--- src/rtl/scrp_pkg.sv ---
`timescale 1ns / 1ps
// ----------------------------------------------------------------------------
// scrp_pkg
// types and constants shared by the submission / completion ring pair
// ----------------------------------------------------------------------------
package scrp_pkg;

    // field widths
    localparam int OP_W     = 2;
    localparam int CODE_W   = 8;
    localparam int OFFSET_W = 48;
    localparam int TAG_W    = 64;
    localparam int BYTES_W  = 13;
    localparam int COUNT_W  = 4;
    localparam int SIZE_W   = 49;

    // request entry as stored in the submission ring, code in the low bits
    localparam int SUB_ENTRY_W  = CODE_W + OFFSET_W + TAG_W;
    // completion entry: error flag above the tag
    localparam int COMP_ENTRY_W = TAG_W + 1;

    // item kinds
    localparam logic [OP_W-1:0] OP_SUBMIT   = 2'd0;
    localparam logic [OP_W-1:0] OP_DOORBELL = 2'd1;
    localparam logic [OP_W-1:0] OP_REAP     = 2'd2;

    localparam logic [CODE_W-1:0]  READ_CODE   = 8'd22;
    localparam logic [BYTES_W-1:0] BLOCK_BYTES = 13'd4096;

    // register index decoded from paddr[3]
    localparam logic CFG_IDX_STORAGE_SIZE = 1'b0;
    localparam logic [SIZE_W-1:0] STORAGE_SIZE_RESET = 49'd65536;

    typedef enum logic [2:0] {
        ST_IDLE,
        ST_DRAIN,
        ST_CHECK,
        ST_REAP,
        ST_RESULT
    } state_t;

    // declared msb first so that accepted lands in bit 0
    typedef struct packed {
        logic [COUNT_W-1:0] dropped_count;
        logic [COUNT_W-1:0] drained_count;
        logic               completion_error;
        logic [BYTES_W-1:0] completion_bytes;
        logic [TAG_W-1:0]   completion_tag;
        logic               accepted;
    } result_t;

endpackage

--- src/rtl/scrp_ram.sv ---
`timescale 1ns / 1ps
// ----------------------------------------------------------------------------
// scrp_ram
// generic simple dual-port ram, one write and one registered read port
// ----------------------------------------------------------------------------
module scrp_ram #(
    parameter int WIDTH = 8,
    parameter int DEPTH = 8
) (
    input  logic                     clk,
    input  logic                     wr_en,
    input  logic [$clog2(DEPTH)-1:0] wr_addr,
    input  logic [WIDTH-1:0]         wr_data,
    input  logic                     rd_en,
    input  logic [$clog2(DEPTH)-1:0] rd_addr,
    output logic [WIDTH-1:0]         rd_data
);

    logic [WIDTH-1:0] mem [DEPTH];

    always_ff @(posedge clk)
    begin
        if (wr_en)
        begin
            mem[wr_addr] <= wr_data;
        end
        if (rd_en)
        begin
            rd_data <= mem[rd_addr];
        end
    end

endmodule

--- src/rtl/submission_completion_ring_pair_top.sv ---
`timescale 1ns / 1ps
// ----------------------------------------------------------------------------
// submission_completion_ring_pair_top
// submission ring and completion ring under one small sequencer
// ----------------------------------------------------------------------------
// usage
//   s_* carries items: s_tuser is the kind (submit, doorbell, reap), s_tdata
//   the request. m_* returns exactly one result per item. the apb port
//   writes and reads storage_size at byte address 0.
// timing
//   submit, unknown kinds and empty-ring reaps: result registered from the
//   transfer. reap on a non-empty ring: registered read of the completion
//   ram, then the result. doorbell: per queued request a registered read of
//   the submission ram, then the range check and completion write; the
//   result once the submission ring is empty.
//   s_tready is high only while the sequencer is idle, so one item is at
//   work at a time; a new item is taken while a result still waits in the
//   output register.
// reset
//   rst_n clears ring pointers, the sequencer and the output valid, and
//   sets storage_size to 65536. ring contents are not cleared.
// stall
//   if m_tready is low, the result stays in the output register; a second
//   finished result parks in a holding register and the sequencer waits.
// ----------------------------------------------------------------------------
module submission_completion_ring_pair_top #(
    parameter int SUB_DEPTH  = 8,
    parameter int COMP_DEPTH = 16
) (
    input  logic         clk,
    input  logic         rst_n,
    // input items
    input  logic         s_tvalid,
    output logic         s_tready,
    input  logic [119:0] s_tdata,   // request_code[7:0], byte_offset[55:8], user_tag[119:56]
    input  logic [1:0]   s_tuser,   // op[1:0]
    // results
    output logic         m_tvalid,
    input  logic         m_tready,
    output logic [87:0]  m_tdata,   // accepted[0], completion_tag[64:1],
                                    // completion_bytes[77:65], completion_error[78],
                                    // drained_count[82:79], dropped_count[86:83], zero[87]
    // configuration
    input  logic         psel,
    input  logic         penable,
    input  logic         pwrite,
    input  logic [3:0]   paddr,
    input  logic [63:0]  pwdata,
    output logic [63:0]  prdata,
    output logic         pready
);

    localparam int SUB_AW  = $clog2(SUB_DEPTH);
    localparam int COMP_AW = $clog2(COMP_DEPTH);
    localparam logic [SUB_AW-1:0]  SUB_LAST  = SUB_AW'(SUB_DEPTH - 1);
    localparam logic [COMP_AW-1:0] COMP_LAST = COMP_AW'(COMP_DEPTH - 1);

    // sequencer
    scrp_pkg::state_t state_reg, state_next;

    // ring pointers: slot plus wrap bit, same as a counter modulo twice the depth
    logic [SUB_AW-1:0]  sub_head_reg, sub_head_next;
    logic               sub_head_wrap_reg, sub_head_wrap_next;
    logic [SUB_AW-1:0]  sub_tail_reg, sub_tail_next;
    logic               sub_tail_wrap_reg, sub_tail_wrap_next;
    logic [COMP_AW-1:0] comp_head_reg, comp_head_next;
    logic               comp_head_wrap_reg, comp_head_wrap_next;
    logic [COMP_AW-1:0] comp_tail_reg, comp_tail_next;
    logic               comp_tail_wrap_reg, comp_tail_wrap_next;

    // doorbell counters, 4 bits wrap like the masked field
    logic [scrp_pkg::COUNT_W-1:0] drained_reg, drained_next;
    logic [scrp_pkg::COUNT_W-1:0] dropped_reg, dropped_next;

    logic [scrp_pkg::SIZE_W-1:0] storage_size_reg;

    // output register and holding register
    logic              m_valid_reg, m_valid_next;
    scrp_pkg::result_t out_reg, out_next;
    scrp_pkg::result_t hold_reg, hold_next;

    scrp_pkg::result_t res_value;
    logic              res_load;

    // ram ports
    logic                                sub_wr_en;
    logic                                sub_rd_en;
    logic [scrp_pkg::SUB_ENTRY_W-1:0]    sub_rd_data;
    logic                                comp_wr_en;
    logic                                comp_rd_en;
    logic [scrp_pkg::COMP_ENTRY_W-1:0]   comp_wr_data;
    logic [scrp_pkg::COMP_ENTRY_W-1:0]   comp_rd_data;

    // fields of the entry being drained
    logic [scrp_pkg::CODE_W-1:0]   ent_code;
    logic [scrp_pkg::OFFSET_W-1:0] ent_offset;
    logic [scrp_pkg::TAG_W-1:0]    ent_tag;
    logic [scrp_pkg::SIZE_W-1:0]   ent_end;
    logic                          ent_good;

    logic s_fire;
    logic out_free;
    logic sub_empty, sub_full, comp_empty, comp_full;
    logic cfg_wr;

    assign s_tready = (state_reg == scrp_pkg::ST_IDLE);
    assign s_fire   = s_tvalid && s_tready;
    assign out_free = !m_valid_reg || m_tready;

    assign sub_empty  = (sub_head_reg == sub_tail_reg) && (sub_head_wrap_reg == sub_tail_wrap_reg);
    assign sub_full   = (sub_head_reg == sub_tail_reg) && (sub_head_wrap_reg != sub_tail_wrap_reg);
    assign comp_empty = (comp_head_reg == comp_tail_reg)
                        && (comp_head_wrap_reg == comp_tail_wrap_reg);
    assign comp_full  = (comp_head_reg == comp_tail_reg)
                        && (comp_head_wrap_reg != comp_tail_wrap_reg);

    // read check: end of block formed at 49 bits so it cannot wrap
    assign ent_code   = sub_rd_data[scrp_pkg::CODE_W-1:0];
    assign ent_offset = sub_rd_data[scrp_pkg::CODE_W +: scrp_pkg::OFFSET_W];
    assign ent_tag    = sub_rd_data[scrp_pkg::CODE_W + scrp_pkg::OFFSET_W +: scrp_pkg::TAG_W];
    assign ent_end    = {1'b0, ent_offset} + {36'd0, scrp_pkg::BLOCK_BYTES};
    assign ent_good   = (ent_code == scrp_pkg::READ_CODE) && (ent_end <= storage_size_reg);

    assign comp_wr_data = {!ent_good, ent_tag};

    scrp_ram #(
        .WIDTH (scrp_pkg::SUB_ENTRY_W),
        .DEPTH (SUB_DEPTH)
    ) u_sub_ram (
        .clk     (clk),
        .wr_en   (sub_wr_en),
        .wr_addr (sub_tail_reg),
        .wr_data (s_tdata),
        .rd_en   (sub_rd_en),
        .rd_addr (sub_head_reg),
        .rd_data (sub_rd_data)
    );

    scrp_ram #(
        .WIDTH (scrp_pkg::COMP_ENTRY_W),
        .DEPTH (COMP_DEPTH)
    ) u_comp_ram (
        .clk     (clk),
        .wr_en   (comp_wr_en),
        .wr_addr (comp_tail_reg),
        .wr_data (comp_wr_data),
        .rd_en   (comp_rd_en),
        .rd_addr (comp_head_reg),
        .rd_data (comp_rd_data)
    );

    // sequencer: next state, pointer updates and result formation
    always_comb
    begin
        state_next          = state_reg;
        sub_head_next       = sub_head_reg;
        sub_head_wrap_next  = sub_head_wrap_reg;
        sub_tail_next       = sub_tail_reg;
        sub_tail_wrap_next  = sub_tail_wrap_reg;
        comp_head_next      = comp_head_reg;
        comp_head_wrap_next = comp_head_wrap_reg;
        comp_tail_next      = comp_tail_reg;
        comp_tail_wrap_next = comp_tail_wrap_reg;
        drained_next        = drained_reg;
        dropped_next        = dropped_reg;
        out_next            = out_reg;
        hold_next           = hold_reg;
        m_valid_next        = m_valid_reg && !m_tready;
        sub_wr_en           = 1'b0;
        sub_rd_en           = 1'b0;
        comp_wr_en          = 1'b0;
        comp_rd_en          = 1'b0;
        res_load            = 1'b0;
        res_value           = '0;

        case (state_reg)
            scrp_pkg::ST_IDLE:
            begin
                if (s_fire)
                begin
                    case (s_tuser)
                        scrp_pkg::OP_SUBMIT:
                        begin
                            res_load = 1'b1;
                            if (!sub_full)
                            begin
                                sub_wr_en          = 1'b1;
                                res_value.accepted = 1'b1;
                                if (sub_tail_reg == SUB_LAST)
                                begin
                                    sub_tail_next      = '0;
                                    sub_tail_wrap_next = !sub_tail_wrap_reg;
                                end
                                else
                                begin
                                    sub_tail_next = sub_tail_reg + 1'b1;
                                end
                            end
                        end
                        scrp_pkg::OP_DOORBELL:
                        begin
                            drained_next = '0;
                            dropped_next = '0;
                            state_next   = scrp_pkg::ST_DRAIN;
                        end
                        scrp_pkg::OP_REAP:
                        begin
                            if (comp_empty)
                            begin
                                res_load = 1'b1;
                            end
                            else
                            begin
                                comp_rd_en = 1'b1;
                                state_next = scrp_pkg::ST_REAP;
                                if (comp_head_reg == COMP_LAST)
                                begin
                                    comp_head_next      = '0;
                                    comp_head_wrap_next = !comp_head_wrap_reg;
                                end
                                else
                                begin
                                    comp_head_next = comp_head_reg + 1'b1;
                                end
                            end
                        end
                        default:
                        begin
                            // unknown kind: all-zero result, no ring or counter change
                            res_load = 1'b1;
                        end
                    endcase
                end
            end
            scrp_pkg::ST_DRAIN:
            begin
                if (sub_empty)
                begin
                    res_value.drained_count = drained_reg;
                    res_value.dropped_count = dropped_reg;
                    res_load                = 1'b1;
                end
                else
                begin
                    sub_rd_en  = 1'b1;
                    state_next = scrp_pkg::ST_CHECK;
                end
            end
            scrp_pkg::ST_CHECK:
            begin
                if (comp_full)
                begin
                    dropped_next = dropped_reg + 1'b1;
                end
                else
                begin
                    comp_wr_en = 1'b1;
                    if (comp_tail_reg == COMP_LAST)
                    begin
                        comp_tail_next      = '0;
                        comp_tail_wrap_next = !comp_tail_wrap_reg;
                    end
                    else
                    begin
                        comp_tail_next = comp_tail_reg + 1'b1;
                    end
                end
                if (sub_head_reg == SUB_LAST)
                begin
                    sub_head_next      = '0;
                    sub_head_wrap_next = !sub_head_wrap_reg;
                end
                else
                begin
                    sub_head_next = sub_head_reg + 1'b1;
                end
                drained_next = drained_reg + 1'b1;
                state_next   = scrp_pkg::ST_DRAIN;
            end
            scrp_pkg::ST_REAP:
            begin
                res_value.accepted         = 1'b1;
                res_value.completion_tag   = comp_rd_data[scrp_pkg::TAG_W-1:0];
                res_value.completion_error = comp_rd_data[scrp_pkg::TAG_W];
                res_value.completion_bytes = comp_rd_data[scrp_pkg::TAG_W]
                                             ? '0 : scrp_pkg::BLOCK_BYTES;
                res_load                   = 1'b1;
            end
            scrp_pkg::ST_RESULT:
            begin
                if (out_free)
                begin
                    out_next     = hold_reg;
                    m_valid_next = 1'b1;
                    state_next   = scrp_pkg::ST_IDLE;
                end
            end
            default:
            begin
                state_next = scrp_pkg::ST_IDLE;
            end
        endcase

        // a finished result goes straight out, or waits in the holding register
        if (res_load)
        begin
            if (out_free)
            begin
                out_next     = res_value;
                m_valid_next = 1'b1;
                state_next   = scrp_pkg::ST_IDLE;
            end
            else
            begin
                hold_next  = res_value;
                state_next = scrp_pkg::ST_RESULT;
            end
        end
    end

    always_ff @(posedge clk or negedge rst_n)
    begin
        if (!rst_n)
        begin
            state_reg          <= scrp_pkg::ST_IDLE;
            sub_head_reg       <= '0;
            sub_head_wrap_reg  <= 1'b0;
            sub_tail_reg       <= '0;
            sub_tail_wrap_reg  <= 1'b0;
            comp_head_reg      <= '0;
            comp_head_wrap_reg <= 1'b0;
            comp_tail_reg      <= '0;
            comp_tail_wrap_reg <= 1'b0;
            drained_reg        <= '0;
            dropped_reg        <= '0;
            m_valid_reg        <= 1'b0;
        end
        else
        begin
            state_reg          <= state_next;
            sub_head_reg       <= sub_head_next;
            sub_head_wrap_reg  <= sub_head_wrap_next;
            sub_tail_reg       <= sub_tail_next;
            sub_tail_wrap_reg  <= sub_tail_wrap_next;
            comp_head_reg      <= comp_head_next;
            comp_head_wrap_reg <= comp_head_wrap_next;
            comp_tail_reg      <= comp_tail_next;
            comp_tail_wrap_reg <= comp_tail_wrap_next;
            drained_reg        <= drained_next;
            dropped_reg        <= dropped_next;
            m_valid_reg        <= m_valid_next;
        end
    end

    // payload registers, no reset
    always_ff @(posedge clk)
    begin
        out_reg  <= out_next;
        hold_reg <= hold_next;
    end

    // configuration register
    assign pready = 1'b1;
    assign cfg_wr = psel && penable && pwrite && pready;

    always_ff @(posedge clk or negedge rst_n)
    begin
        if (!rst_n)
        begin
            storage_size_reg <= scrp_pkg::STORAGE_SIZE_RESET;
        end
        else if (cfg_wr && (paddr[3] == scrp_pkg::CFG_IDX_STORAGE_SIZE))
        begin
            storage_size_reg <= pwdata[scrp_pkg::SIZE_W-1:0];
        end
    end

    assign prdata = (paddr[3] == scrp_pkg::CFG_IDX_STORAGE_SIZE)
                    ? {15'd0, storage_size_reg} : 64'd0;

    assign m_tvalid = m_valid_reg;
    assign m_tdata  = {1'b0, out_reg};

    // a submit refused by a full ring leaves the tail alone
    a_full_submit_holds: assert property (@(posedge clk) disable iff (!rst_n)
        (s_fire && (s_tuser == scrp_pkg::OP_SUBMIT) && sub_full)
        |=> ($stable(sub_tail_reg) && $stable(sub_tail_wrap_reg)))
        else $error("submit into full submission ring moved the tail");

    // no completion written over an unreaped one
    a_comp_no_overwrite: assert property (@(posedge clk) disable iff (!rst_n)
        comp_wr_en |-> !comp_full)
        else $error("completion written into full ring");

    // the holding register is used only while the output register is occupied
    a_hold_only_when_busy: assert property (@(posedge clk) disable iff (!rst_n)
        (state_reg == scrp_pkg::ST_RESULT) |-> m_valid_reg)
        else $error("result held while output register empty");

    // reap of a non-empty ring moves to the reap state to wait for the ram read
    a_reap_reads_ram: assert property (@(posedge clk) disable iff (!rst_n)
        (s_fire && (s_tuser == scrp_pkg::OP_REAP) && !comp_empty)
        |=> (state_reg == scrp_pkg::ST_REAP))
        else $error("reap did not wait for completion ram read");

    // drain stops only on an empty submission ring
    a_drain_ends_empty: assert property (@(posedge clk) disable iff (!rst_n)
        ((state_reg == scrp_pkg::ST_DRAIN) && res_load) |-> sub_empty)
        else $error("doorbell finished with requests still queued");

endmodule
--- config.mk ---
export PLATFORM = sky130hd
export DESIGN_NAME = submission_completion_ring_pair_top
export DESIGN_NICKNAME = d
export VERILOG_FILES = /design/src/rtl/scrp_pkg.sv /design/src/rtl/scrp_ram.sv /design/src/rtl/submission_completion_ring_pair_top.sv
export SDC_FILE = /design/constraint.sdc
export NUM_CORES = 2
export LEC_CHECK = 0
export BUFFER_PORTS_ARGS = -buffer_cell sky130_fd_sc_hd__buf_4
export CORE_ASPECT_RATIO = 0.75
export CORE_UTILIZATION = 60
export CTS_BUF_LIST = sky130_fd_sc_hd__clkbuf_4 sky130_fd_sc_hd__clkbuf_8
export CTS_CLUSTER_DIAMETER = 40
export CTS_CLUSTER_SIZE = 20
export DETAILED_ROUTE_END_ITERATION = 8
export PLACE_DENSITY = 0.88
export SYNTH_ARGS = -nofsm -noshare
export SYNTH_HDL_FRONTEND = slang
export SYNTH_HIERARCHICAL = 1
export SYNTH_SLANG_ARGS = --single-unit
export TNS_END_PERCENT = 10
--- constraint.sdc ---
create_clock -name clk -period 27.4 [get_ports clk]
set_clock_uncertainty 0.2 [all_clocks]
set_input_delay 4.11 -clock clk [delete_from_list [all_inputs] [get_ports clk]]
set_output_delay 4.11 -clock clk [all_outputs]
set_load 0.1 [all_outputs]
==> results by stage <==
Outcome:
- The flow ran to the end, and the final reports show no timing, DRC or antenna violations.

Synthesis:
- The number of distinct library cells after synthesis is 67.
- After synthesis, the mean cell area works out to 21.4 sq um.
- Of the post-synthesis cell area, the dominant cell type holds 0.734.
- The commonest register cell after synthesis is sky130_fd_sc_hd__edfxtp_1.
- The share of the Yosys chip area taken by registers is 0.772.
- The most frequently used cell type in the post-synthesis netlist is sky130_fd_sc_hd__edfxtp_1.
- The warning count from the yosys run is 6.
- The number of enable flip-flop cells after synthesis is 2272.
- In the synthesized netlist the async set-or-reset flop fraction comes to 0.0326.
- The number of synthesized register bits is about 2400.
- Ranked by instance count, the synthesized netlist is headed by 2272 x sky130_fd_sc_hd__edfxtp_1, 396 x sky130_fd_sc_hd__mux4_2, 239 x sky130_fd_sc_hd__nor2_1.
- Sorting the synthesized cells by area gives the leading types as sky130_fd_sc_hd__edfxtp_1 73%, sky130_fd_sc_hd__mux4_2 9.6%, sky130_fd_sc_hd__mux4_1 2.9%.
- The post-synthesis instance area is 92900 sq um.
- The number of instances in the synthesized netlist is ~4300.
- The library cell occupying the most area in the post-synthesis netlist is sky130_fd_sc_hd__edfxtp_1.

Critical path:
- The signal on the critical path passes through buf_4 > nor2_1 > buf_4.
- Broken down by cell family, the worst path's largest delay share belongs to buffers and inverters.
- STA classifies the critical path startpoint as an input port.
- Setup slack on the worst reg-to-reg path comes out at ~21 ns.
- STA puts the critical path data required time at ~23 ns.
- The endpoint type of the worst setup path is a primary output.
- The worst path buffer plus inverter count is 2.
- The number of cells on the worst reg-to-reg path is 8.
- The cell with the largest stage delay on the worst path is sky130_fd_sc_hd__buf_4.
- The start of the worst register-to-register path is state_reg[1].
- The maximum fanout along the worst path is 50.
- Data arrives at the worst endpoint at 4.94 ns.
- In this run the critical register-to-register path is captured at u_sub_ram/mem[6][95].
- The largest single stage delay on the critical path is between 0.4 and 0.5 ns.
- The critical path class is input port to primary output.
- The most numerous cell type found on the critical path is sky130_fd_sc_hd__buf_4.

Finish:
- The register with the most flip-flops in the layout has 1040 of them.
- At the end of the flow, the number of nets in the layout was between 4000 and 5000.
- The fraction of final layout cells with drive strength greater than 1 is 0.278.
- The count of placed standard cells in the final layout, fillers left out is 6877.
- More flip-flops sit in one register than any other, and that register is u_comp_ram/mem.
- From synthesis to final layout, the design area changed by 9.39%.
- The largest registers in the layout are u_comp_ram/mem: 1040 flops, u_sub_ram/mem: 960 flops, u_sub_ram/rd_data: 120 flops.

Global route:
- The global-route wire length before repair is 312000 microns.
- The total global routing overflow is 0.
- The number of global-route vias before repair was 46714.
- The pin count of the biggest net entering global routing is approximately 160.
- The global-route usage over all layers is 0.277.
- The number of antenna violations at the first check in global routing is 24.

Clock tree:
- The tree built by TritonCTS fans out to 2426 sinks.
- The clock latency at the later pin of the worst-skew pair is around 0.99 ns.
- Once the clock tree was built, the setup fixing pass inserted 0 buffers.
- The depth of the CTS H-tree is 4.
- The buffer levels on the longest clock path is 3.
- The CTS tree is yes.
- The post-cts gate resize count is 0.
- The cell chosen for the clock root is sky130_fd_sc_hd__clkbuf_8.
- Buffers inserted during clock tree synthesis total 187.
- The total of hold buffers inserted after clock tree synthesis is 0.
- The clock slew seen by the registers of the worst setup and hold paths is 0.10 ns.

Placed design:
- Once placement completed, the tool counted placed cells totaling 6512.
- The half-perimeter wire length of the detailed placement result is 118000 microns.
- The number of port buffers is around 320.
- The pre-CTS setup slack is 18.16 ns.
- The final weighted congestion in routability-driven placement is ~0.81.

Die:
- The width of the die is around 460 microns.
- 352 I/O pins were placed.
- From bottom edge to top edge, the die measures 343 microns.
- The initial utilization of the core area, before any placement, comes to 0.607.
- The site row count is 124.
- The area of the core region is 153000 sq um.
- The area of the die is roughly 160000 sq um.

Drt:
- Summed over all layers, the routed wires come to 217000 microns.
- The first detailed-routing pass ran for 8 iterations.
- Dividing the detail-routed wire length by the instance count gives 31.6 microns.
- The overall via count from detail_route is roughly 46000.
- The detail-routed via count per cell is 6.70.
- The post-detailed-route DRC marker count is 0.
- The number of DRC violations after detailed-routing iteration 0 is 6179.
- The number of nets still failing antenna checks after routing is 0.

Timing:
- The setup total negative slack is 0 ns.
- Derived from the worst setup path, the maximum achievable clock frequency is 108 MHz.
- For the pin with the worst max-slew slack, the measured transition is 1.31 ns.
- The number of pins exceeding their max-slew limit in the final report came to 0.
- Setup repair after global routing left no endpoint under its margin.
- The count of final hold-check violations is 0.
- After layout, the minimum clock period comes to 9.25 ns.
- The final critical-path setup slack is 18.15 ns.
- The relative slew slack is 0.122.
- Setup violations remaining at the end of the flow were counted as 0.
- The final clock period utilization by the worst path is 0.338.

Pwr:
- VDD sags by at most 0.000129 V.
- The cell area power density is slightly above 100 nW/um^2.
- Summing internal, switching and leakage power gives 10.2 mW.
- The analysis attributes to cell leakage a power of 33.3 nW.

Run:
- The tool flagged a number of max-cap violations equal to 0.

Worst hold path:
- The terminating pin of the worst hold path is m_tdata[79].
- Counting instances, the worst hold path has a depth of 2.
- The beginning of the worst hold path is hold_reg[79].
- The min-delay analysis places its worst path in the category register to register.
routing by layer:
layer,global-route usage,wire (microns)
met5,0,118
met4,0.135,10800
met3,0.0585,24300
met2,0.444,106000
met1,0.368,76300
worst reg2reg max path: cells and delay by family (launching register included):
kind | cells | cell delay (ns)
buffers and inverters | 3 | 2.13
flip-flops | 1 | 0.41
AO/OA/AOI/OAI | 1 | 0.61
AND/OR/NAND/NOR | 4 | 2.13
logic make-up after synthesis:
kind of cell	count (synthesis)	synth area share
AO/OA/AOI/OAI	270	0.0218
XOR/XNOR	54	0.00509
adder cells (fa/ha/maj)	61	0.00822
buffers and inverters	294	0.0188
flip-flops	2426	0.772
multiplexers	674	0.147
other	2	0.0000808
AND/OR/NAND/NOR	551	0.0277
report_power, final:
part           leakage (nW)  total, mW  internal [mW]  switching, mW
registers              22.1       5.11           4.69          0.421
clock network          2.19       2.18          0.887           1.29
logic                  8.98       2.93           1.09           1.84
total                  33.3       10.2           6.67           3.56
metrics by stage:
step | hold WS (ns) | utilization | area (sq um)
floorplan | 0.247 | - | 93000
detailed placement | 0.257 | 0.635 | 97200
CTS | 0.247 | 0.664 | 102000
global route | 0.296 | 0.664 | 102000
global placement | 0.253 | 0.635 | 97200
finish | 0.230 | 0.664 | 102000
placed cells by master (no fill, tap or decap), types with 10 or more instances in the layout:
| cell | Yosys | layout |
|---|---|---|
| sky130_fd_sc_hd__bufinv_16 | 0 | 13 |
| sky130_fd_sc_hd__clkinv_2 | 0 | 13 |
| sky130_fd_sc_hd__buf_4 | 25 | 371 |
| sky130_fd_sc_hd__nand3_1 | 27 | 27 |
| sky130_fd_sc_hd__clkbuf_8 | 0 | 196 |
| sky130_fd_sc_hd__clkinvlp_4 | 0 | 21 |
| sky130_fd_sc_hd__inv_8 | 0 | 21 |
| sky130_fd_sc_hd__ha_1 | 61 | 61 |
| sky130_fd_sc_hd__diode_2 | 0 | 16 |
| sky130_fd_sc_hd__conb_1 | 2 | 17 |
| sky130_fd_sc_hd__edfxtp_1 | 2272 | 2272 |
| sky130_fd_sc_hd__clkbuf_4 | 0 | 17 |
| sky130_fd_sc_hd__xor2_1 | 22 | 22 |
| sky130_fd_sc_hd__o21ai_0 | 14 | 14 |
| sky130_fd_sc_hd__mux2_2 | 174 | 174 |
| sky130_fd_sc_hd__xnor2_1 | 32 | 32 |
| sky130_fd_sc_hd__inv_6 | 0 | 34 |
| sky130_fd_sc_hd__and2_1 | 24 | 23 |
| sky130_fd_sc_hd__mux4_1 | 104 | 104 |
| sky130_fd_sc_hd__nand2_1 | 119 | 118 |
| sky130_fd_sc_hd__and3_1 | 72 | 72 |
| sky130_fd_sc_hd__inv_1 | 63 | 63 |
| sky130_fd_sc_hd__clkinv_4 | 0 | 10 |
| sky130_fd_sc_hd__nor2_4 | 0 | 21 |
| sky130_fd_sc_hd__a22oi_1 | 130 | 130 |
| sky130_fd_sc_hd__mux4_2 | 396 | 396 |
| sky130_fd_sc_hd__dfxtp_1 | 75 | 75 |
| sky130_fd_sc_hd__nor2_1 | 239 | 218 |
| sky130_fd_sc_hd__a21oi_1 | 29 | 28 |
| sky130_fd_sc_hd__nand4_1 | 16 | 16 |
| sky130_fd_sc_hd__dfrtp_1 | 78 | 72 |
| sky130_fd_sc_hd__o32ai_1 | 72 | 72 |
cell type report:
class / instances / area [sq um]
Timing Repair Buffer: 380 / 2970
Inverter: 63 / 236
Antenna cell: 16 / 40.0
Clock buffer: 213 / 2830
Clock inverter: 136 / 1560
Tap cell: 2016 / 2520
Multi-Input combinational cell: 1627 / 19700
Sequential cell: 2426 / 71700
Fill cell: 8834 / 51400
worst max path at each step:
stage          depth (start not counted)  slack (ns)                  end  startpoint
6_report                               3       18.15           prdata[20]    paddr[3]
3_3_place_gp                           3       18.26           prdata[35]    paddr[3]
4_1_cts                                3       18.16           prdata[20]    paddr[3]
5_1_grt                                3       18.10           prdata[21]    paddr[3]
3_5_place_dp                           3       18.16           prdata[20]    paddr[3]
2_1_floorplan                          5       13.31  u_sub_ram/mem[4][0]    s_tvalid
No activity file was read; power rests on OpenSTA's default activity.
